File: config.mk
export PLATFORM = sky130hd
export DESIGN_NAME = hex_message_frame_decoder
export DESIGN_NICKNAME = d
export VERILOG_FILES = /design/src/design/hmfd_pkg.sv /design/src/design/hmfd_step.sv /design/src/design/hex_message_frame_decoder.sv
export VERILOG_INCLUDE_DIRS = /design/src /design/src/design
export SDC_FILE = /design/constraint.sdc
export NUM_CORES = 1
export LEC_CHECK = 0
export ABC_AREA = 1
export BUFFER_PORTS_ARGS = -buffer_cell sky130_fd_sc_hd__buf_2
export CORE_MARGIN = 10
export CORE_UTILIZATION = 48
export DETAILED_ROUTE_END_ITERATION = 10
export MAX_ROUTING_LAYER = met4
export PLACE_DENSITY = 0.68
export SLEW_MARGIN = 25
export SYNTH_ARGS = -nofsm -noshare
export SYNTH_HDL_FRONTEND = slang
export SYNTH_HIERARCHICAL = 1
export SYNTH_SLANG_ARGS = --single-unit
export TNS_END_PERCENT = 20
File: constraint.sdc
create_clock -name aclk -period 6.8 [get_ports aclk]
set_input_delay 0.34 -clock aclk [delete_from_list [all_inputs] [get_ports aclk]]
set_output_delay 0.34 -clock aclk [all_outputs]
set_load 0.05 [all_outputs]
File: src/design/hex_message_frame_decoder_macros.svh
// assertion macros for the hex message frame decoder
// no dependencies; included by the files that carry assertions
`ifndef HEX_MESSAGE_FRAME_DECODER_MACROS_SVH
`define HEX_MESSAGE_FRAME_DECODER_MACROS_SVH

`ifndef ASSERT_OFF

// property must hold at every clock edge outside reset
`define HMFD_ASSERT(lbl, clk, rst_n, prop, msg) \
    lbl: assert property (@(posedge clk) disable iff (!(rst_n)) (prop)) else $error(msg);

// expression must never be true outside reset
`define HMFD_NEVER(lbl, clk, rst_n, expr, msg) \
    lbl: assert property (@(posedge clk) disable iff (!(rst_n)) !(expr)) else $error(msg);

`else

`define HMFD_ASSERT(lbl, clk, rst_n, prop, msg)
`define HMFD_NEVER(lbl, clk, rst_n, expr, msg)

`endif

`endif

File: src/design/hmfd_pkg.sv
// shared types and codes for the hex message frame decoder
// no dependencies; used by hmfd_step and hex_message_frame_decoder
`default_nettype none

package hmfd_pkg;

    localparam int CHAR_W = 8;
    localparam int BYTE_W = 8;
    localparam int ROLE_W = 2;
    localparam int PHASE_W = 3;
    localparam int DIGIT_W = 4;

    localparam logic [CHAR_W-1:0] DEFAULT_SEPARATOR = 8'd44;

    localparam logic [PHASE_W-1:0] PH_SEEK = 3'd0;
    localparam logic [PHASE_W-1:0] PH_TYPE = 3'd1;
    localparam logic [PHASE_W-1:0] PH_LEN  = 3'd2;
    localparam logic [PHASE_W-1:0] PH_PAY  = 3'd3;
    localparam logic [PHASE_W-1:0] PH_DONE = 3'd4;

    localparam logic [ROLE_W-1:0] ROLE_TYPE    = 2'd0;
    localparam logic [ROLE_W-1:0] ROLE_LENGTH  = 2'd1;
    localparam logic [ROLE_W-1:0] ROLE_PAYLOAD = 2'd2;

    typedef struct packed {
        logic [PHASE_W-1:0] phase;
        logic               second_digit_due;
        logic [DIGIT_W-1:0] held_high_digit;
        logic [BYTE_W-1:0]  payload_remaining;
    } hmfd_state_t;

    typedef struct packed {
        logic              have;
        logic [BYTE_W-1:0] byte_value;
        logic [ROLE_W-1:0] byte_role;
        logic              msg_last;
        logic              decode_error;
    } hmfd_result_t;

endpackage

`default_nettype wire

File: src/design/hmfd_step.sv
// per-character decode step: next parse state and optional result
// depends on hmfd_pkg
`default_nettype none

module hmfd_step (
    input  wire logic [hmfd_pkg::CHAR_W-1:0] char_in,
    input  wire logic                        frame_end,
    input  wire logic [hmfd_pkg::CHAR_W-1:0] separator_char,
    input  wire hmfd_pkg::hmfd_state_t       state_cur,
    output hmfd_pkg::hmfd_state_t            state_next,
    output hmfd_pkg::hmfd_result_t           result
);
    import hmfd_pkg::*;

    logic               digit_ok;
    logic [DIGIT_W-1:0] digit;
    logic [BYTE_W-1:0]  pair_value;
    logic [BYTE_W-1:0]  remaining_dec;
    hmfd_state_t        st;
    hmfd_result_t       res;

    // ascii hex digit decode: 0-9, A-F, a-f
    always_comb begin
        digit_ok = 1'b0;
        digit    = '0;
        if (char_in >= 8'h30 && char_in <= 8'h39) begin
            digit_ok = 1'b1;
            digit    = DIGIT_W'(char_in - 8'h30);
        end else if (char_in >= 8'h41 && char_in <= 8'h46) begin
            digit_ok = 1'b1;
            digit    = DIGIT_W'(char_in - 8'h37);
        end else if (char_in >= 8'h61 && char_in <= 8'h66) begin
            digit_ok = 1'b1;
            digit    = DIGIT_W'(char_in - 8'h57);
        end
    end

    // bad second digit keeps the first digit alone
    assign pair_value    = digit_ok ? {state_cur.held_high_digit, digit}
                                    : {4'd0, state_cur.held_high_digit};
    assign remaining_dec = state_cur.payload_remaining - 8'd1;

    always_comb begin
        st  = state_cur;
        res = '0;

        case (state_cur.phase)
            PH_SEEK: begin
                if (char_in == separator_char) begin
                    st.phase            = PH_TYPE;
                    st.second_digit_due = 1'b0;
                end
            end
            PH_TYPE, PH_LEN, PH_PAY: begin
                res.byte_role = ROLE_W'(state_cur.phase - PH_TYPE);
                if (!state_cur.second_digit_due) begin
                    if (!digit_ok) begin
                        res.have         = 1'b1;
                        res.decode_error = 1'b1;
                        st.phase         = PH_DONE;
                    end else begin
                        st.held_high_digit  = digit;
                        st.second_digit_due = 1'b1;
                    end
                end else begin
                    st.second_digit_due = 1'b0;
                    st.held_high_digit  = '0;
                    res.have            = 1'b1;
                    res.byte_value      = pair_value;
                    if (state_cur.phase == PH_TYPE) begin
                        st.phase = PH_LEN;
                    end else if (state_cur.phase == PH_LEN) begin
                        st.payload_remaining = pair_value;
                        if (pair_value == '0) begin
                            res.msg_last = 1'b1;
                            st.phase     = PH_DONE;
                        end else begin
                            st.phase = PH_PAY;
                        end
                    end else begin
                        st.payload_remaining = remaining_dec;
                        if (remaining_dec == '0) begin
                            res.msg_last = 1'b1;
                            st.phase     = PH_DONE;
                        end
                    end
                end
            end
            default: begin
            end
        endcase

        // frame end: an unfinished or unstarted message becomes an error, state restarts
        if (frame_end) begin
            if (st.phase == PH_SEEK || st.phase == PH_TYPE ||
                st.phase == PH_LEN || st.phase == PH_PAY) begin
                res.have         = 1'b1;
                res.decode_error = 1'b1;
                res.byte_role    = (st.phase == PH_SEEK) ? ROLE_TYPE
                                                         : ROLE_W'(st.phase - PH_TYPE);
            end
            st.phase             = PH_SEEK;
            st.second_digit_due  = 1'b0;
            st.held_high_digit   = '0;
            st.payload_remaining = '0;
        end

        if (res.decode_error) begin
            res.byte_value = '0;
            res.msg_last   = 1'b0;
        end
    end

    assign state_next = st;
    assign result     = res;

endmodule

`default_nettype wire

File: src/design/hex_message_frame_decoder.sv
// top level of the hex message frame decoder: input register, step logic, result register
// depends on hmfd_pkg, hmfd_step and hex_message_frame_decoder_macros.svh
//
//   channel  dir  tdata               tuser                          tlast
//   s_       in   [7:0] char_in       -                              frame_end
//   m_       out  [7:0] byte_value    [1:0] byte_role, [2] error     msg_last
//   cfg_     in   [7:0] separator     -                              -
//
// one character per cycle unless m_ stalls; an accepted character's result, if any,
// goes from the input register to the result register. the input register advances
// when the result register is empty or being taken; only a stalled m_ side holds s_tready low.
// reset: synchronous active-low aresetn clears the parse state, both valid flags
// and sets the separator to a comma.
`default_nettype none

`include "hex_message_frame_decoder_macros.svh"

module hex_message_frame_decoder (
    input  wire logic                        aclk,
    input  wire logic                        aresetn,
    input  wire logic                        s_tvalid,
    output logic                             s_tready,
    input  wire logic [7:0]                  s_tdata,   // [7:0] char_in
    input  wire logic                        s_tlast,
    output logic                             m_tvalid,
    input  wire logic                        m_tready,
    output logic [7:0]                       m_tdata,   // [7:0] byte_value
    output logic [2:0]                       m_tuser,   // [1:0] byte_role, [2] decode_error
    output logic                             m_tlast,
    input  wire logic                        cfg_we,
    input  wire logic [hmfd_pkg::CHAR_W-1:0] cfg_wdata
);
    import hmfd_pkg::*;

    logic [CHAR_W-1:0] separator_reg;
    logic              in_valid_reg;
    logic [CHAR_W-1:0] in_char_reg;
    logic              in_last_reg;
    hmfd_state_t       state_reg;
    hmfd_state_t       state_next;
    hmfd_result_t      step_res;
    logic              out_valid_reg;
    logic [BYTE_W-1:0] out_value_reg;
    logic [ROLE_W-1:0] out_role_reg;
    logic              out_last_reg;
    logic              out_error_reg;
    logic              advance;
    logic              err_out;
    logic              frame_done;
    logic              state_clear;
    logic              pipe_stalled;

    assign advance  = in_valid_reg && (!out_valid_reg || m_tready);
    assign s_tready = !in_valid_reg || advance;

    always_ff @(posedge aclk) begin
        if (!aresetn) begin
            separator_reg <= DEFAULT_SEPARATOR;
        end else if (cfg_we) begin
            separator_reg <= cfg_wdata;
        end
    end

    always_ff @(posedge aclk) begin
        if (!aresetn) begin
            in_valid_reg <= 1'b0;
        end else if (s_tvalid && s_tready) begin
            in_valid_reg <= 1'b1;
        end else if (advance) begin
            in_valid_reg <= 1'b0;
        end
    end

    always_ff @(posedge aclk) begin
        if (s_tvalid && s_tready) begin
            in_char_reg <= s_tdata;
            in_last_reg <= s_tlast;
        end
    end

    hmfd_step u_step (
        .char_in        (in_char_reg),
        .frame_end      (in_last_reg),
        .separator_char (separator_reg),
        .state_cur      (state_reg),
        .state_next     (state_next),
        .result         (step_res)
    );

    always_ff @(posedge aclk) begin
        if (!aresetn) begin
            state_reg <= '{phase: PH_SEEK, second_digit_due: 1'b0,
                           held_high_digit: '0, payload_remaining: '0};
        end else if (advance) begin
            state_reg <= state_next;
        end
    end

    always_ff @(posedge aclk) begin
        if (!aresetn) begin
            out_valid_reg <= 1'b0;
        end else if (advance) begin
            out_valid_reg <= step_res.have;
        end else if (m_tready) begin
            out_valid_reg <= 1'b0;
        end
    end

    always_ff @(posedge aclk) begin
        if (advance && step_res.have) begin
            out_value_reg <= step_res.byte_value;
            out_role_reg  <= step_res.byte_role;
            out_last_reg  <= step_res.msg_last;
            out_error_reg <= step_res.decode_error;
        end
    end

    assign m_tvalid = out_valid_reg;
    assign m_tdata  = out_value_reg;
    assign m_tuser  = {out_error_reg, out_role_reg};
    assign m_tlast  = out_last_reg;

    assign err_out      = m_tvalid && out_error_reg;
    assign frame_done   = advance && in_last_reg;
    assign state_clear  = (state_reg.phase == PH_SEEK) && (state_reg.payload_remaining == '0);
    assign pipe_stalled = in_valid_reg && out_valid_reg && !m_tready;

    `HMFD_NEVER(a_err_not_last, aclk, aresetn, err_out && out_last_reg, "error marked last")
    `HMFD_NEVER(a_err_value, aclk, aresetn, err_out && (out_value_reg != '0), "error with value")
    `HMFD_NEVER(a_role_code, aclk, aresetn, m_tvalid && (out_role_reg == 2'd3), "bad byte role")
    `HMFD_ASSERT(a_frame_restart, aclk, aresetn, frame_done |=> state_clear, "no frame restart")
    `HMFD_ASSERT(a_stall_cause, aclk, aresetn, !s_tready |-> pipe_stalled, "input stall")

endmodule

`default_nettype wire
==> results.md, run 1 <==
| Item | Value |
|---|---|
| Total Negative Setup Slacks | 0 ns |
| CTS tree | yes |
| Highest achievable clock rate | 276 MHz |
| Overflow left after global routing | 0 |
| Count of final max-slew check failures | 0 |
| Vert. Die Dim | 98.8 um |
| Startpoint of the worst hold path | s_tdata[6] |
| Largest net degree at the start of global routing | 35 |
| Data required time at the worst endpoint | 6.74 ns |
| Highest cell delay on the worst timing path | 0.72 ns |
| Max Buffers Root-to-Sink | 2 |
| Leading cell types in the layout, fill and taps excluded | nand2_1, nor2_1, inv_1, nand3_1, buf_2 |
| Total power density per cell area | 206 nW/um2 |
| Met3 Wirelength | 405 um |
| Buffers on Ports | 35 |
| Worst vdd ir | 91.4 uV |
| Buf+Inv Stages, Crit Path | 4 |
| Die extent in x | 98.8 um |
| Root Buffer Master | clkbuf_8 |
| Type of destination of the critical path | register |
| Warnings from Yosys | 6 |
| Switching power summed over all nets | 0.226 mW |
| Antenna Diode Count | 0 |
| Initial Utilization | 49.8% |
| Sequential cell area | 1150 um2 |
| Core area | 5990 um2 |
| RSZ-0062 raised after global routing | no |
| Critical Path Fanout Max | 15 |
| Routed length per instance | 13.1 um |
| Cell type group with the largest total delay on the critical path | simple AND/OR/NAND/NOR gates |
| Post-route minimum period | 3.63 ns |
| Proportion of power drawn by the clock network | 27.7% |
| Transition time of the tightest slew-check pin | 0.932 ns |
| Placer Congestion | 0.950 |
| PostCTS Resize Cnt | 0 |
| Count of routing violations after the opening detailed-route iteration | 245 |
| Clock Sinks | 47 |
| Area of the multi-input gates | 1490 um2 |
| Flip-flop count of the largest register after layout | 16 |
| Arr. time, crit path | 3.57 ns |
| Worst Setup Slack post-DPL | 3.19 ns |
| Post-CTS Setup Inserts | 0 |
| Total routed wirelength | 6750 um |
| Post-synthesis average cell area | 7.26 um2 |
| Dominant register cell in the synthesized netlist | dfxtp_1 |
| Synth Cell Area | 2980 um2 |
| # rows | 28 |
| PnR Total Power | 0.668 mW |
| Detailed-route wire length on metal 1 | 3280 um |
| Fraction of power spent switching nets | 33.8% |
| Number of global-route vias before repair | 2,456 |
| Netlist cell types | 34 |
| Final cycle utilization of the critical path | 53.3% |
| Layout cells sized above 1 | 15.3% |
| Number of vias in the routed layout | 2,636 |
| Global-route usage over all layers | 14.0% |
| Maxcap violations | 0 |
| Worst path depth | 13 |
| Total leakage power | 1.45 nW |
| Number of cells produced by synthesis | 411 |
| Startpoint type of the worst setup path | register |
| CTS H-tree depth | 2 |
| DRC violations left | 0 |
| Number of synthesized register bits | 47 |
| Most common cell after layout, fill and taps aside | nand2_1 |
| Half-perimeter wire length after placement | 5050 um |
| Hold buffers post-CTS | 0 |
| Post-Synthesis Net Count | 442 |
| Instance count along the most critical hold path | 1 |
| Vias per Instance | 5.13 |
| Outcome | completed |
| Crit-path most repeated cell | inv_1 |
| Clock buffer count from CTS | 5 |
| Startpoint of the most critical setup path | state_reg[13] |
| Sequential share of power | 49.4% |
| Clock Latency Late Sink | 0.31 ns |
| Post-synth ARST share | 0% |
| Reg clk slew, reported paths | 0.10 ns |
| Global-route wire length before repair | 11,300 um |
| Slew margin rel. | 37.7% |
| Number of nets in the layout | 469 |
| Number of antenna violations at the first check in global routing | 0 |
| Setup skew after layout | 0.00921 ns |
| TritonRoute pass-1 iters | 5 |
| HP Class | in -> reg |
| Post-route insts no fill | 514 |
| Seq/Total Area, Yosys | 38.6% |
| Crit Path Category | reg -> reg |
| Worst R2R Path Depth | 13 |
| Filler Cell Count | 607 |
| Top metal layer carrying routed signals | met4 |
| Start of the worst register-to-register path | state_reg[13] |
| Max stage delay cell, worst path | nor2_1 |
| Total Die Area | 9770 um2 |
| Worst path setup slack after routing | 3.17 ns |
| Dpl cells | 506 |
| Cell-internal power | 0.442 mW |
| Proportion of power drawn by combinational gates | 22.9% |
| Final Instance Area | 3240 um2 |
| Wire length on met2 | 2980 um |
| Layout overhead on the synthesized area | 8.47% |
| Number of failing hold endpoints at the final stage | 0 |
| Boundary pin count | 36 |
| Cells along the critical path | inv_1, ha_1, o21ai_0, nand2_1, inv_1, nor2_2, nand2_1, inv_1, nand3_4, nand3_4, o21ai_0, inv_1, nor2_1 |
| Antenna violation net count after detailed routing | 0 |
| Number of flops mapped to enable cells by yosys | 21 |
| Setup violations, final | 0 |
| Area after detailed placement | 3140 um2 |
-- power groups by stage --
stage	clock network [mW]	logic, mW	registers [mW]
after global routing	0.202	0.173	0.333
after floorplan	0	0.110	0.347
final	0.185	0.153	0.330
after CTS	0.193	0.153	0.330
after detailed placement	0	0.152	0.337
after global placement	0	0.150	0.336
-- per-stage QoR --
step           hold WS, ns  util, %
6_report             0.192     54.0
5_1_grt              0.182     54.0
4_1_cts              0.185     54.0
3_5_place_dp         0.465     52.4
3_3_place_gp         0.461     52.4
2_1_floorplan        0.439        -
-- metal layers --
metal  vias up  track usage, %
li1       1366               -
met1      1175            18.3
met2        85            21.0
met3        10            3.49
met4         0            3.75
met5         -               -
-- synth_stat cells, types with 2 or more instances --
master	instances	area share (%)
nand2_1	89	11
nor2_1	58	7.3
inv_1	56	7.0
nand3_1	40	6.7
a21oi_1	30	5.0
dfxtp_1	26	17
edfxtp_1	21	21
o21ai_0	18	3.0
xnor2_1	10	2.9
ha_1	9	3.8
buf_4	5	1.3
buf_6	5	1.9
clkbuf_1	4	0.50
nand2_4	4	1.5
a21oi_2	3	0.88
inv_2	3	0.38
nand2_2	3	0.63
nand3_2	3	1.0
nand4_1	3	0.63
nor2_2	3	0.63
o211ai_1	3	0.75
clkbuf_2	2	0.34
nand3_4	2	1.2
-- area by class of cell --
cell class | count | area share (%)
flip-flops and latches | 47 | 35.6
well taps | 75 | 2.90
clock buffers | 5 | 2.13
clock inverters | 3 | 0.812
repair buffers | 36 | 5.64
multi-input cells | 288 | 46.0
inverters | 60 | 6.96
-- cells by family (layout without fill, tap and decap cells) --
kind of cell | after synthesis | count (layout) | synth area share, %
and+or+nand+nor | 209 | 209 | 31.9
buffers and inverters | 76 | 104 | 11.5
AOI/OAI and AO/OA | 59 | 59 | 10.9
DFF | 47 | 47 | 38.6
xor gates and xnor gates | 11 | 11 | 3.23
adders and majority gates | 9 | 9 | 3.77
-- path summary, 6_finish.rpt --
kind                      endpoint  slack [ns]
hold reg to reg   separator_reg[3]        0.49
setup reg to reg        m_tdata[0]        3.17
hold / removal      in_char_reg[6]        0.19
setup / recovery        m_tdata[0]        3.17
Power figures use the tool's default switching activity.
==> run 2: changes to the inputs <==
--- a/config.mk
+++ b/config.mk
@@ -12,7 +12,7 @@
 export CORE_UTILIZATION = 48
 export DETAILED_ROUTE_END_ITERATION = 10
 export MAX_ROUTING_LAYER = met4
-export PLACE_DENSITY = 0.68
+export PLACE_DENSITY = 0.7
 export SLEW_MARGIN = 25
 export SYNTH_ARGS = -nofsm -noshare
 export SYNTH_HDL_FRONTEND = slang
==> constraint.sdc (replaced) <==
create_clock -name aclk -period 3.29 [get_ports aclk]
set_input_delay 0.1645 -clock aclk [delete_from_list [all_inputs] [get_ports aclk]]
set_output_delay 0.1645 -clock aclk [all_outputs]
set_load 0.05 [all_outputs]
==> run 2 against run 1 <==
Net effect:
- die area unchanged
- critical path depth increased by 1
- global-route usage increased by 0.11 points
- combinational power grew 110%
- utilization up 0.31 points
- clock skew down 0.0020 ns
==> results.md, run 2 (synthesis gave the netlist of run 1 again) <==
| Item | Value | vs previous |
|---|---|---|
| CTS tree | yes |  |
| Worst hold slack | 0.0295 ns | -0.162 ns |
| Critical Path Fanout Max | 12 | -3 |
| Worst Setup Slack post-DPL | 0.521 ns | -2.67 ns |
| Final cycle utilization of the critical path | 84.5% | +31 points |
| Half-perimeter wire length after placement | 5130 um | +1.7% |
| Sequential cell area | 1150 um2 | unchanged |
| Hold buffers post-CTS | 0 | unchanged |
| Crit Path Category | reg -> reg |  |
| Crit-path most repeated cell | inv_1 |  |
| Worst R2R Path Depth | 14 | +1 |
| Total Negative Setup Slacks | 0 ns | unchanged |
| # rows | 28 | unchanged |
| Startpoint of the most critical setup path | state_reg[13] |  |
| Total power density per cell area | 416 nW/um2 | +100% |
| Setup skew after layout | 0.00725 ns | -0.00196 ns |
| Core area | 5990 um2 | unchanged |
| Clock Sinks | 47 | unchanged |
| Buf+Inv Stages, Crit Path | 5 | +1 |
| Cells along the critical path | inv_1, ha_1, o21ai_0, nand2_1, inv_1, nor2_2, nand2_1, inv_1, nand3_4, nand3_4, o21ai_0, inv_1, nor2_1, buf_4 |  |
| Vert. Die Dim | 98.8 um | unchanged |
| PostCTS Resize Cnt | 0 | unchanged |
| Largest net degree at the start of global routing | 35 | unchanged |
| Transition time of the tightest slew-check pin | 0.858 ns | -0.0741 ns |
| Global-route wire length before repair | 11,500 um | +1.3% |
| Cell-internal power | 0.912 mW | +110% |
| Area of the multi-input gates | 1490 um2 | unchanged |
| Worst vdd ir | 304 uV | +230% |
| Number of failing hold endpoints at the final stage | 0 | unchanged |
| Startpoint type of the worst setup path | register |  |
| Sequential share of power | 50.6% | +1.2 points |
| Layout overhead on the synthesized area | 9.10% |  |
| Max Buffers Root-to-Sink | 2 | unchanged |
| Count of routing violations after the opening detailed-route iteration | 205 | -16% |
| Total leakage power | 1.47 nW | +0.92% |
| Post-CTS Setup Inserts | 0 | unchanged |
| Count of final max-slew check failures | 0 | unchanged |
| Critical Path End | m_tdata[1] |  |
| Global-route usage over all layers | 14.1% | +0.11 points |
| Maxcap violations | 0 | unchanged |
| Number of global-route vias before repair | 2,484 | +1.1% |
| Highest cell delay on the worst timing path | 0.44 ns | -0.28 ns |
| Vias per Instance | 5.09 | -0.84% |
| Die extent in x | 98.8 um | unchanged |
| Type of destination of the critical path | register |  |
| RSZ-0062 raised after global routing | no |  |
| Max stage delay cell, worst path | dfxtp_1 |  |
| Flip-flop count of the largest register after layout | 16 | unchanged |
| Boundary pin count | 36 | unchanged |
| Highest achievable clock rate | 360 MHz | +30% |
| Overflow left after global routing | 0 | unchanged |
| Placer Congestion | 0.954 | +0.40% |
| Clock Latency Late Sink | 0.30 ns | about the same |
| Slew margin rel. | 42.7% | +5.1 points |
| Root Buffer Master | clkbuf_8 |  |
| Leading cell types in the layout, fill and taps excluded | nand2_1, nor2_1, inv_1, nand3_1, buf_2 |  |
| CTS H-tree depth | 2 | unchanged |
| Proportion of power drawn by combinational gates | 23.3% | +0.4 points |
| Worst R2R End | m_tdata[1] |  |
| Worst path setup slack after routing | 0.510 ns | -2.67 ns |
| Layout cells sized above 1 | 15.8% | +0.58 points |
| Routed length per instance | 12.9 um | -1.9% |
| Outcome | completed |  |
| Worst path depth | 14 | +1 |
| Post-route minimum period | 2.78 ns | -0.845 ns |
| Clock buffer count from CTS | 5 | unchanged |
| Total routed wirelength | 6660 um | -1.3% |
| Initial Utilization | 49.8% | unchanged |
| Proportion of power drawn by the clock network | 26.1% | -1.6 points |
| Arr. time, crit path | 2.79 ns | -0.78 ns |
| Reg clk slew, reported paths | 0.09 ns | about the same |
| Total Die Area | 9770 um2 | unchanged |
| Setup violations, final | 0 | unchanged |
| TritonRoute pass-1 iters | 4 | -1 |
| DRC violations left | 0 | unchanged |
| Most common cell after layout, fill and taps aside | nand2_1 |  |
| HP Class | in -> reg |  |
| Buffers on Ports | 35 | unchanged |
| Antenna violation net count after detailed routing | 0 | unchanged |
| Filler Cell Count | 590 | -2.8% |
| Antenna Diode Count | 0 | unchanged |
| Data required time at the worst endpoint | 3.30 ns | -3.44 ns |
| Register-to-register setup slack | 0.51 ns | -2.67 ns |
| Number of antenna violations at the first check in global routing | 0 | unchanged |
| Cell type group with the largest total delay on the critical path | simple AND/OR/NAND/NOR gates |  |
| Start of the worst register-to-register path | state_reg[13] |  |
| Number of nets in the layout | 472 | +0.64% |
| Number of vias in the routed layout | 2,629 | -0.27% |
| Fraction of power spent switching nets | 32.7% | -1.1 points |
| Switching power summed over all nets | 0.444 mW | +96% |
-- run 2: cell count changes in the layout (fill, tap and decap cells not counted) --
cell      before  now
buf_4          1    4
inv_4          1    0
clkinv_4       0    1
clkinv_2       0    1
inv_8          1    0
-- run 2: layer usage --
metal | track usage, % | up-vias | wire length [um]
li1 | - | 1372 | -
met1 | 17.8 | 1179 | 3140
met2 | 21.9 | 74 | 2980
met3 | 3.63 | 4 | 483
met4 | 3.64 | 0 | 51
met5 | - | - | 0
-- run 2: worst reg2reg max path, delay by kind of cell, from the launching register on --
family                     cells  cell delay [ns]
AOI/OAI and AO/OA              2             0.28
adders and majority gates      1             0.23
buffers and inverters          5             0.71
DFF                            1             0.44
and+or+nand+nor                6             0.83
-- run 2: power groups by stage --
| stage | clock network [mW] | logic [mW] | registers, mW |
|---|---|---|---|
| after floorplan | 0 | 0.228 | 0.718 |
| after detailed placement | 0 | 0.314 | 0.700 |
| final | 0.354 | 0.315 | 0.686 |
| after global routing | 0.388 | 0.360 | 0.693 |
| after CTS | 0.364 | 0.316 | 0.687 |
| after global placement | 0 | 0.311 | 0.699 |
-- run 2: how the worst min path moves through the flow --
stage                     startpoint             end  depth (start not counted)
after floorplan           s_tdata[0]  in_char_reg[0]                          0
after global routing      s_tdata[1]  in_char_reg[1]                          1
after global placement    s_tdata[3]  in_char_reg[3]                          1
after CTS                 s_tdata[7]  in_char_reg[7]                          1
final                     s_tdata[6]  in_char_reg[6]                          1
after detailed placement     s_tlast     in_last_reg                          1
-- run 2: area by class of cell --
class | instances | area share (%)
Inverter | 60 | 6.92
Timing Repair Buffer | 39 | 6.30
Clock inverter | 3 | 0.692
Clock buffer | 5 | 2.11
Sequential cell | 47 | 35.4
Tap cell | 75 | 2.88
Multi-Input combinational cell | 288 | 45.7
-- run 2: through the flow --
stage	total power [mW]	std cells	area [um2]	utilization, %
6_report	1.36	517	3260	54.3
3_5_place_dp	1.01	509	3160	52.8
5_1_grt	1.44	517	3260	54.3
4_1_cts	1.37	517	3260	54.3
2_1_floorplan	0.946	411	2980	-
3_3_place_gp	1.01	509	3160	52.8
